===== src/hdl/wsfd_pkg.sv =====
// shared types and constants of the websocket frame deframer
package wsfd_pkg;

    typedef enum logic [2:0] {
        PH_HDR0,
        PH_HDR1,
        PH_EXT,
        PH_KEY,
        PH_DATA
    } wsfd_phase_t;

    localparam logic [2:0]  KIND_MSG    = 3'd0;
    localparam logic [2:0]  KIND_EMPTY  = 3'd1;
    localparam logic [2:0]  KIND_CLOSE  = 3'd2;
    localparam logic [2:0]  KIND_REASON = 3'd3;
    localparam logic [2:0]  KIND_ERROR  = 3'd4;

    localparam logic [3:0]  OPC_CLOSE   = 4'h8;
    localparam logic [15:0] CODE_NORMAL = 16'd1000;
    localparam logic [6:0]  LEN_EXT16   = 7'd126;
    localparam logic [6:0]  LEN_EXT64   = 7'd127;
    localparam logic [3:0]  EXT16_BYTES = 4'd2;
    localparam logic [3:0]  EXT64_BYTES = 4'd8;
    localparam logic [3:0]  KEY_LAST    = 4'd3;

    localparam int QDEPTH  = 4;
    localparam int QADDR_W = $clog2(QDEPTH);
    localparam int QCNT_W  = $clog2(QDEPTH + 1);

    typedef struct packed {
        logic [2:0]  kind;
        logic [7:0]  payload_byte;
        logic [3:0]  frame_opcode;
        logic [3:0]  frame_flags;
        logic [15:0] close_code;
        logic        last;
    } wsfd_result_t;

    typedef struct packed {
        logic         valid;
        wsfd_result_t result;
    } wsfd_push_t;

    typedef struct packed {
        logic full;
        logic empty;
    } wsfd_qstat_t;

endpackage


===== src/hdl/wsfd_front.sv =====
// header parser and payload unmasker, one byte per cycle while the result queue is not full
module wsfd_front (
    input  logic                 aclk,
    input  logic                 aresetn,
    input  logic                 s_valid,
    output logic                 s_ready,
    input  logic [7:0]           s_in_byte,
    input  wsfd_pkg::wsfd_qstat_t q_stat,
    output wsfd_pkg::wsfd_push_t  push
);
    import wsfd_pkg::*;

    wsfd_phase_t phase_reg, phase_next;
    logic [3:0]  flags_reg, flags_next;
    logic [3:0]  opcode_reg, opcode_next;
    logic [63:0] len_reg, len_next;
    logic [3:0]  hdr_cnt_reg, hdr_cnt_next;
    logic [31:0] key_reg, key_next;
    logic [1:0]  lane_reg, lane_next;
    logic [1:0]  pos_reg, pos_next;
    logic [15:0] code_reg, code_next;
    logic        halted_reg, halted_next;

    logic        accept;
    logic [7:0]  key_byte;
    logic [7:0]  data;
    logic        is_last;

    assign s_ready = !q_stat.full;
    assign accept  = s_valid && s_ready;

    always_comb begin
        unique case (lane_reg)
            2'd0: key_byte = key_reg[31:24];
            2'd1: key_byte = key_reg[23:16];
            2'd2: key_byte = key_reg[15:8];
            default: key_byte = key_reg[7:0];
        endcase
    end

    assign data    = s_in_byte ^ key_byte;
    assign is_last = (len_reg == 64'd1);

    always_comb begin
        phase_next   = phase_reg;
        flags_next   = flags_reg;
        opcode_next  = opcode_reg;
        len_next     = len_reg;
        hdr_cnt_next = hdr_cnt_reg;
        key_next     = key_reg;
        lane_next    = lane_reg;
        pos_next     = pos_reg;
        code_next    = code_reg;
        halted_next  = halted_reg;
        push.valid               = 1'b0;
        push.result.kind         = KIND_MSG;
        push.result.payload_byte = 8'd0;
        push.result.frame_opcode = opcode_reg;
        push.result.frame_flags  = flags_reg;
        push.result.close_code   = 16'd0;
        push.result.last         = 1'b1;
        if (accept && !halted_reg) begin
            unique case (phase_reg)
                PH_HDR0: begin
                    flags_next  = s_in_byte[7:4];
                    opcode_next = s_in_byte[3:0];
                    phase_next  = PH_HDR1;
                end
                PH_HDR1: begin
                    if (!s_in_byte[7]) begin
                        halted_next      = 1'b1;
                        phase_next       = PH_HDR0;
                        push.valid       = 1'b1;
                        push.result.kind = KIND_ERROR;
                    end else begin
                        key_next     = 32'd0;
                        hdr_cnt_next = 4'd0;
                        if (s_in_byte[6:0] == LEN_EXT16) begin
                            len_next     = 64'd0;
                            hdr_cnt_next = EXT16_BYTES;
                            phase_next   = PH_EXT;
                        end else if (s_in_byte[6:0] == LEN_EXT64) begin
                            len_next     = 64'd0;
                            hdr_cnt_next = EXT64_BYTES;
                            phase_next   = PH_EXT;
                        end else begin
                            len_next   = {57'd0, s_in_byte[6:0]};
                            phase_next = PH_KEY;
                        end
                    end
                end
                PH_EXT: begin
                    len_next     = {len_reg[55:0], s_in_byte};
                    hdr_cnt_next = hdr_cnt_reg - 4'd1;
                    if (hdr_cnt_reg == 4'd1) begin
                        phase_next = PH_KEY;
                    end
                end
                PH_KEY: begin
                    key_next     = {key_reg[23:0], s_in_byte};
                    hdr_cnt_next = hdr_cnt_reg + 4'd1;
                    if (hdr_cnt_reg == KEY_LAST) begin
                        hdr_cnt_next = 4'd0;
                        lane_next    = 2'd0;
                        pos_next     = 2'd0;
                        code_next    = CODE_NORMAL;
                        if (len_reg != 64'd0) begin
                            phase_next = PH_DATA;
                        end else begin
                            phase_next = PH_HDR0;
                            push.valid = 1'b1;
                            if (opcode_reg == OPC_CLOSE) begin
                                push.result.kind       = KIND_CLOSE;
                                push.result.close_code = CODE_NORMAL;
                            end else begin
                                push.result.kind = KIND_EMPTY;
                            end
                        end
                    end
                end
                default: begin
                    len_next  = len_reg - 64'd1;
                    lane_next = lane_reg + 2'd1;
                    if (pos_reg != 2'd2) begin
                        pos_next = pos_reg + 2'd1;
                    end
                    if (is_last) begin
                        phase_next = PH_HDR0;
                    end
                    if (opcode_reg != OPC_CLOSE) begin
                        push.valid               = 1'b1;
                        push.result.kind         = KIND_MSG;
                        push.result.payload_byte = data;
                        push.result.last         = is_last;
                    end else if (pos_reg == 2'd0) begin
                        if (is_last) begin
                            push.valid             = 1'b1;
                            push.result.kind       = KIND_CLOSE;
                            push.result.close_code = CODE_NORMAL;
                        end else begin
                            code_next = {data, 8'd0};
                        end
                    end else if (pos_reg == 2'd1) begin
                        code_next = {code_reg[15:8], data};
                        if (is_last) begin
                            push.valid             = 1'b1;
                            push.result.kind       = KIND_CLOSE;
                            push.result.close_code = {code_reg[15:8], data};
                        end
                    end else begin
                        push.valid               = 1'b1;
                        push.result.kind         = KIND_REASON;
                        push.result.payload_byte = data;
                        push.result.close_code   = code_reg;
                        push.result.last         = is_last;
                    end
                end
            endcase
        end
    end

    always_ff @(posedge aclk) begin
        if (!aresetn) begin
            phase_reg   <= PH_HDR0;
            flags_reg   <= 4'd0;
            opcode_reg  <= 4'd0;
            len_reg     <= 64'd0;
            hdr_cnt_reg <= 4'd0;
            key_reg     <= 32'd0;
            lane_reg    <= 2'd0;
            pos_reg     <= 2'd0;
            code_reg    <= 16'd0;
            halted_reg  <= 1'b0;
        end else begin
            phase_reg   <= phase_next;
            flags_reg   <= flags_next;
            opcode_reg  <= opcode_next;
            len_reg     <= len_next;
            hdr_cnt_reg <= hdr_cnt_next;
            key_reg     <= key_next;
            lane_reg    <= lane_next;
            pos_reg     <= pos_next;
            code_reg    <= code_next;
            halted_reg  <= halted_next;
        end
    end

endmodule


===== src/hdl/wsfd_queue.sv =====
// short result queue between parser and output stage
module wsfd_queue (
    input  logic                   aclk,
    input  logic                   aresetn,
    input  wsfd_pkg::wsfd_push_t   push,
    input  logic                   pop,
    output wsfd_pkg::wsfd_result_t head,
    output wsfd_pkg::wsfd_qstat_t  stat
);
    import wsfd_pkg::*;

    wsfd_result_t        entry_reg [QDEPTH];
    logic [QADDR_W-1:0]  wr_ptr_reg, wr_ptr_next;
    logic [QADDR_W-1:0]  rd_ptr_reg, rd_ptr_next;
    logic [QCNT_W-1:0]   count_reg, count_next;

    assign head       = entry_reg[rd_ptr_reg];
    assign stat.full  = (count_reg == QCNT_W'(QDEPTH));
    assign stat.empty = (count_reg == '0);

    always_comb begin
        wr_ptr_next = wr_ptr_reg;
        rd_ptr_next = rd_ptr_reg;
        count_next  = count_reg;
        if (push.valid) begin
            wr_ptr_next = wr_ptr_reg + QADDR_W'(1);
        end
        if (pop) begin
            rd_ptr_next = rd_ptr_reg + QADDR_W'(1);
        end
        if (push.valid && !pop) begin
            count_next = count_reg + QCNT_W'(1);
        end else if (pop && !push.valid) begin
            count_next = count_reg - QCNT_W'(1);
        end
    end

    always_ff @(posedge aclk) begin
        if (push.valid) begin
            entry_reg[wr_ptr_reg] <= push.result;
        end
    end

    always_ff @(posedge aclk) begin
        if (!aresetn) begin
            wr_ptr_reg <= '0;
            rd_ptr_reg <= '0;
            count_reg  <= '0;
        end else begin
            wr_ptr_reg <= wr_ptr_next;
            rd_ptr_reg <= rd_ptr_next;
            count_reg  <= count_next;
        end
    end

endmodule


===== src/hdl/wsfd_back.sv =====
// output register stage of the result channel
module wsfd_back (
    input  logic                   aclk,
    input  logic                   aresetn,
    input  wsfd_pkg::wsfd_result_t head,
    input  wsfd_pkg::wsfd_qstat_t  q_stat,
    output logic                   pop,
    output logic                   m_valid,
    input  logic                   m_ready,
    output logic [2:0]             m_kind,
    output logic [7:0]             m_payload_byte,
    output logic [3:0]             m_frame_opcode,
    output logic [3:0]             m_frame_flags,
    output logic [15:0]            m_close_code,
    output logic                   m_last
);
    import wsfd_pkg::*;

    logic         valid_reg, valid_next;
    wsfd_result_t out_reg;

    assign pop = !q_stat.empty && (!valid_reg || m_ready);

    always_comb begin
        valid_next = valid_reg;
        if (pop) begin
            valid_next = 1'b1;
        end else if (m_ready) begin
            valid_next = 1'b0;
        end
    end

    always_ff @(posedge aclk) begin
        if (!aresetn) begin
            valid_reg <= 1'b0;
        end else begin
            valid_reg <= valid_next;
        end
    end

    always_ff @(posedge aclk) begin
        if (pop) begin
            out_reg <= head;
        end
    end

    assign m_valid        = valid_reg;
    assign m_kind         = out_reg.kind;
    assign m_payload_byte = out_reg.payload_byte;
    assign m_frame_opcode = out_reg.frame_opcode;
    assign m_frame_flags  = out_reg.frame_flags;
    assign m_close_code   = out_reg.close_code;
    assign m_last         = out_reg.last;

endmodule


===== src/hdl/websocket_frame_deframer.sv =====
// top level of the websocket receive frame deframer
// Takes one received byte per cycle and keeps that rate indefinitely as long as the
// result channel keeps up: the parser updates its header state or unmasks one payload
// byte per accepted byte, and a four-entry result queue plus an output register lets
// the input side run on while results wait. Header, extended length and key bytes
// give no result, except the last key byte of an empty frame, which gives an empty or
// close result; an unmasked frame gives one error result and all later bytes are
// taken and dropped until reset. s_ready falls only when the result queue is full.
module websocket_frame_deframer (
    input  logic        aclk,
    input  logic        aresetn,
    input  logic        s_valid,
    output logic        s_ready,
    input  logic [7:0]  s_in_byte,
    output logic        m_valid,
    input  logic        m_ready,
    output logic [2:0]  m_kind,
    output logic [7:0]  m_payload_byte,
    output logic [3:0]  m_frame_opcode,
    output logic [3:0]  m_frame_flags,
    output logic [15:0] m_close_code,
    output logic        m_last
);
    import wsfd_pkg::*;

    wsfd_push_t   push;
    wsfd_qstat_t  q_stat;
    wsfd_result_t head;
    logic         pop;

    wsfd_front u_front (
        .aclk      (aclk),
        .aresetn   (aresetn),
        .s_valid   (s_valid),
        .s_ready   (s_ready),
        .s_in_byte (s_in_byte),
        .q_stat    (q_stat),
        .push      (push)
    );

    wsfd_queue u_queue (
        .aclk    (aclk),
        .aresetn (aresetn),
        .push    (push),
        .pop     (pop),
        .head    (head),
        .stat    (q_stat)
    );

    wsfd_back u_back (
        .aclk           (aclk),
        .aresetn        (aresetn),
        .head           (head),
        .q_stat         (q_stat),
        .pop            (pop),
        .m_valid        (m_valid),
        .m_ready        (m_ready),
        .m_kind         (m_kind),
        .m_payload_byte (m_payload_byte),
        .m_frame_opcode (m_frame_opcode),
        .m_frame_flags  (m_frame_flags),
        .m_close_code   (m_close_code),
        .m_last         (m_last)
    );

    a_no_push_when_full: assert property (@(posedge aclk) disable iff (!aresetn)
        push.valid |-> !q_stat.full)
        else $error("result pushed into full queue");

    a_no_pop_when_empty: assert property (@(posedge aclk) disable iff (!aresetn)
        pop |-> !q_stat.empty)
        else $error("result popped from empty queue");

    a_silent_after_error: assert property (@(posedge aclk) disable iff (!aresetn)
        (push.valid && push.result.kind == KIND_ERROR) |=> !push.valid)
        else $error("result produced after unmasked frame error");

    a_single_results_last: assert property (@(posedge aclk) disable iff (!aresetn)
        (m_valid && (m_kind == KIND_EMPTY || m_kind == KIND_CLOSE
            || m_kind == KIND_ERROR)) |-> m_last)
        else $error("single result transaction without last");

endmodule


===== config.mk =====
export PLATFORM = sky130hd
export DESIGN_NAME = websocket_frame_deframer
export DESIGN_NICKNAME = d
export VERILOG_FILES = /design/src/hdl/wsfd_pkg.sv /design/src/hdl/wsfd_front.sv /design/src/hdl/wsfd_queue.sv /design/src/hdl/wsfd_back.sv /design/src/hdl/websocket_frame_deframer.sv
export SDC_FILE = /design/constraint.sdc
export NUM_CORES = 1
export LEC_CHECK = 0
export BUFFER_PORTS_ARGS = -buffer_cell sky130_fd_sc_hd__buf_2
export CAP_MARGIN = 20
export CELL_PAD_IN_SITES_DETAIL_PLACEMENT = 0
export CELL_PAD_IN_SITES_GLOBAL_PLACEMENT = 1
export CORE_ASPECT_RATIO = 0.6
export CORE_MARGIN = 5
export CORE_UTILIZATION = 50
export DETAILED_ROUTE_END_ITERATION = 8
export HOLD_SLACK_MARGIN = 0.12
export PLACE_DENSITY_LB_ADDON = 0.1
export SYNTH_ARGS = -nofsm -noshare
export SYNTH_HDL_FRONTEND = slang
export SYNTH_HIERARCHICAL = 1
export SYNTH_SLANG_ARGS = --single-unit

===== constraint.sdc =====
create_clock -name aclk -period 4.9 [get_ports aclk]
set_input_delay 0.245 -clock aclk [delete_from_list [all_inputs] [get_ports aclk]]
set_output_delay 0.245 -clock aclk [all_outputs]
set_load 0.1 [all_outputs]

==> results.rst <==
.. list-table::
   :header-rows: 1

   * - Metric
     - Value
   * - Status
     - finished clean
   * - Largest register FFs
     - 144
   * - Total half-perimeter wirelength after legalization and detailed placement
     - 25190 µm
   * - Number of buffers added for setup after CTS
     - 0
   * - Number of buffers between clock root and the deepest sink
     - 3
   * - Unique masters post-synth
     - 82
   * - Clock tree from TritonCTS
     - done
   * - Multi-input combinational cell area
     - 5836 µm²
   * - Last weighted congestion value of the routability-driven placer
     - 0.8441
   * - Period Utilization, post-route
     - 86.66%
   * - Final Hold Fails
     - 0
   * - Starting density of the core
     - 50.63%
   * - Max-capacitance violation count
     - 0
   * - Synth Cell Area
     - 14530 µm²
   * - TritonCTS Buffers
     - 31
   * - Ratio of cells with drive above 1 in the final layout
     - 14.69%
   * - Rows
     - 48
   * - Count of flip-flops with a built-in enable after synthesis
     - 180
   * - Total DRC errors in the routed layout
     - 0
   * - Total of buffers placed on input and output ports
     - 49
   * - Clk pin slew, worst setup/hold paths
     - 0.07 ns
   * - Starting DRT DRC Count
     - 1214
   * - Post-DR vias/cell
     - 6.233
   * - Skew final
     - 0.01301 ns
   * - Total track usage
     - 23.04%
   * - Antenna diodes
     - 0
   * - Final antenna-violating net count
     - 0
   * - Internal reg-to-reg setup slack
     - 0.65 ns
   * - Via count of the first global-routing pass
     - 9956
   * - Terminating pin of the worst hold path
     - u_front/halted_reg
   * - Launching point of the worst reg2reg path
     - u_front/len_reg[51]
   * - Total Negative Setup Slacks
     - 0 ns
   * - Synth Instances
     - 1274
   * - Top cell type's share of synthesized area
     - 37.19%
   * - Yosys Warn Count
     - 6
   * - Leakage component of the power
     - 5.630 nW
   * - Number of vias after detailed routing
     - 10700
   * - Final nets
     - 1346
   * - H-tree depth
     - 1
   * - Crit path max fanout
     - 7
   * - Count of cells along the worst register-to-register path
     - 12
   * - Maximum number of pins on one net before global-route repair
     - 68
   * - Portion of the post-synthesis area used by sequential elements
     - 56.75%
   * - Area of the placeable core
     - 28710 µm²
   * - Setup CP Type
     - reg -> reg
   * - Clock period minus final worst setup slack
     - 4.246 ns
   * - GR Overflow Total
     - 0
   * - Initial antenna violation count
     - 0
   * - Max-slew violation count
     - 0
   * - Slew at the pin closest to its max-slew limit
     - 1.074 ns
   * - Most frequent cells in the layout
     - 180 x sky130_fd_sc_hd__edfxtp_1, 141 x sky130_fd_sc_hd__dfxtp_1, 137 x sky130_fd_sc_hd__nor2_1
   * - Synthesized area divided by synthesized cell count
     - 11.41 µm²
   * - Total power consumption of the routed design
     - 0.01019 W
   * - RSZ-0062 raised after global routing
     - false
   * - Number of detailed-route iterations in the first pass
     - 8
   * - Clock sink total
     - 322
   * - Leading cell types by total area after synthesis
     - sky130_fd_sc_hd__edfxtp_1 37%, sky130_fd_sc_hd__dfxtp_1 20%, sky130_fd_sc_hd__mux4_2 4.6%
   * - Ports placed on the boundary
     - 50
   * - FF+latch count, synth
     - 322
   * - Fillcell total
     - 2473
   * - Startpoint class of the critical path
     - flip-flop
   * - Wire length of the first global-routing pass
     - 59990 µm
   * - Finish-stage setup viols
     - 0
   * - Max Freq
     - 235.5 MHz
   * - Routed wire length per instance
     - 22.21 µm
   * - Most area-hungry cell type in the Yosys netlist
     - sky130_fd_sc_hd__edfxtp_1
   * - Die Width
     - 230.1 µm
   * - Crit Reg-Reg Endpoint
     - u_queue/count_reg[2]
   * - Die area
     - 32690 µm²
   * - Register cell area after layout
     - 8249 µm²
   * - Total power divided by cell area
     - 624.7 nW/µm²
   * - Leading cell type in the layout, fill and taps excluded
     - sky130_fd_sc_hd__edfxtp_1
   * - Arrival time reported for the critical path endpoint
     - 4.74 ns
   * - Hold Crit Depth
     - 3
   * - Kind of path behind the tightest hold check
     - in -> reg
   * - Routed WL
     - 38120 µm
   * - Required @ worst endpoint
     - 5.40 ns
   * - Slew Limit Headroom
     - 27.38%
   * - Largest vdd supply drop
     - 430.5 µV
   * - Hold path start
     - aresetn
   * - Vertical die dimension
     - 142.1 µm
   * - Critical path capture point type
     - flip-flop
   * - Clock Latency Late Sink
     - 0.57 ns
   * - Clock root cell
     - sky130_fd_sc_hd__clkbuf_16
   * - Post-synth top flop
     - sky130_fd_sc_hd__edfxtp_1
   * - Area Overhead vs Synth
     - 12.23%
   * - Async set-reset flop share out of synthesis
     - 0%
   * - Post-Syn Nets
     - 1304
routing by layer:
metal  vias up  GRT usage (%)  share of wire [%]
li1       4974              -                  -
met1      5288          39.04                 52
met2       388          30.72                 40
met3        46          4.068                7.5
met4         0          4.054                1.3
met5         -              0                  0
metrics by stage:
stage          worst slack (ns)  cells  area (µm²)  utilization (%)  hold slack [ns]
2_1_floorplan             1.011   1274       14530                -           0.3667
3_3_place_gp             0.8804   1648       15120            52.66           0.4379
3_5_place_dp             0.8360   1648       15120            52.66           0.4459
4_1_cts                  0.8136   1715       16310            56.80           0.1990
5_1_grt                  0.3547   1716       16310            56.82           0.2500
6_report                 0.6538   1716       16310            56.82           0.2227
layout make-up:
type | instances | area share [%]
Multi-Input combinational cell | 844 | 35.78
Timing Repair Buffer | 86 | 3.329
Clock inverter | 19 | 1.197
Tap cell | 375 | 2.876
Sequential cell | 322 | 50.57
Clock buffer | 39 | 5.538
Inverter | 31 | 0.7134
repair_timing:
item	in CTS	in global routing
hold buffers	9	0
hold endpoints to repair	16	0
gates resized for setup	0	0
where the power goes:
part	switching, W	leakage (nW)	internal (W)
combinational	0.00306	2.38	0.00114
sequential	0.000227	2.71	0.00321
clock	0.00107	0.537	0.00147
total	0.00436	5.63	0.00583
synthesized netlist by cell type (6+ instances only):
| library cell | n |
|---|---|
| sky130_fd_sc_hd__a211oi_1 | 10 |
| sky130_fd_sc_hd__a21oi_1 | 65 |
| sky130_fd_sc_hd__a222oi_1 | 8 |
| sky130_fd_sc_hd__a22oi_1 | 50 |
| sky130_fd_sc_hd__a2bb2oi_1 | 8 |
| sky130_fd_sc_hd__a31oi_1 | 14 |
| sky130_fd_sc_hd__a32oi_1 | 6 |
| sky130_fd_sc_hd__and2_1 | 27 |
| sky130_fd_sc_hd__and3_1 | 10 |
| sky130_fd_sc_hd__buf_1 | 7 |
| sky130_fd_sc_hd__clkbuf_1 | 55 |
| sky130_fd_sc_hd__dfxtp_1 | 142 |
| sky130_fd_sc_hd__edfxtp_1 | 180 |
| sky130_fd_sc_hd__ha_1 | 17 |
| sky130_fd_sc_hd__inv_1 | 30 |
| sky130_fd_sc_hd__mux2i_1 | 24 |
| sky130_fd_sc_hd__mux4_1 | 6 |
| sky130_fd_sc_hd__mux4_2 | 30 |
| sky130_fd_sc_hd__nand2_1 | 91 |
| sky130_fd_sc_hd__nand2b_1 | 6 |
| sky130_fd_sc_hd__nand3_1 | 35 |
| sky130_fd_sc_hd__nand4_1 | 8 |
| sky130_fd_sc_hd__nor2_1 | 139 |
| sky130_fd_sc_hd__nor3_1 | 43 |
| sky130_fd_sc_hd__nor4_1 | 25 |
| sky130_fd_sc_hd__o211ai_1 | 8 |
| sky130_fd_sc_hd__o21ai_0 | 45 |
| sky130_fd_sc_hd__o22ai_1 | 13 |
| sky130_fd_sc_hd__o311ai_0 | 7 |
| sky130_fd_sc_hd__o31ai_1 | 12 |
| sky130_fd_sc_hd__or3_1 | 19 |
| sky130_fd_sc_hd__or4_1 | 8 |
| sky130_fd_sc_hd__xnor2_1 | 10 |
| sky130_fd_sc_hd__xor2_1 | 6 |
worst max-delay path: stages, from the launching register on:
cell and delay [ns]:
sky130_fd_sc_hd__dfxtp_1 0.38, sky130_fd_sc_hd__or3_1 0.49, sky130_fd_sc_hd__or3_1 0.46, sky130_fd_sc_hd__nor3_1 0.58, sky130_fd_sc_hd__nand4_1 0.46, sky130_fd_sc_hd__a211oi_1 0.36
sky130_fd_sc_hd__buf_4 0.20, sky130_fd_sc_hd__ha_1 0.18, sky130_fd_sc_hd__inv_1 0.06, sky130_fd_sc_hd__fa_1 0.37, sky130_fd_sc_hd__xor2_1 0.17, sky130_fd_sc_hd__or3_1 0.31
sky130_fd_sc_hd__a21boi_0 0.15
cells by family after synthesis:
group | Yosys count | share of synthesized area [%]
simple gates | 455 | 15.90
flops | 322 | 56.75
compound gates | 295 | 13.98
buf+inv | 108 | 3.418
mux | 60 | 7.386
fa+ha+maj | 18 | 1.601
xor+xnor | 16 | 0.9642
how the worst max path moves through the flow:
stage	startpoint	end	slack (ns)	cells past startpoint
final	u_front/len_reg[51]	u_queue/count_reg[2]	0.65	12
after global routing	u_front/len_reg[51]	u_queue/count_reg[2]	0.35	12
after CTS	u_front/len_reg[51]	u_queue/count_reg[2]	0.81	12
after detailed placement	u_front/len_reg[51]	u_queue/count_reg[2]	0.84	12
after global placement	u_front/len_reg[51]	u_queue/count_reg[2]	0.88	12
after floorplan	u_front/len_reg[58]	u_queue/entry_reg[0][0]	1.01	7
No activity file was read; power rests on OpenSTA's default activity.
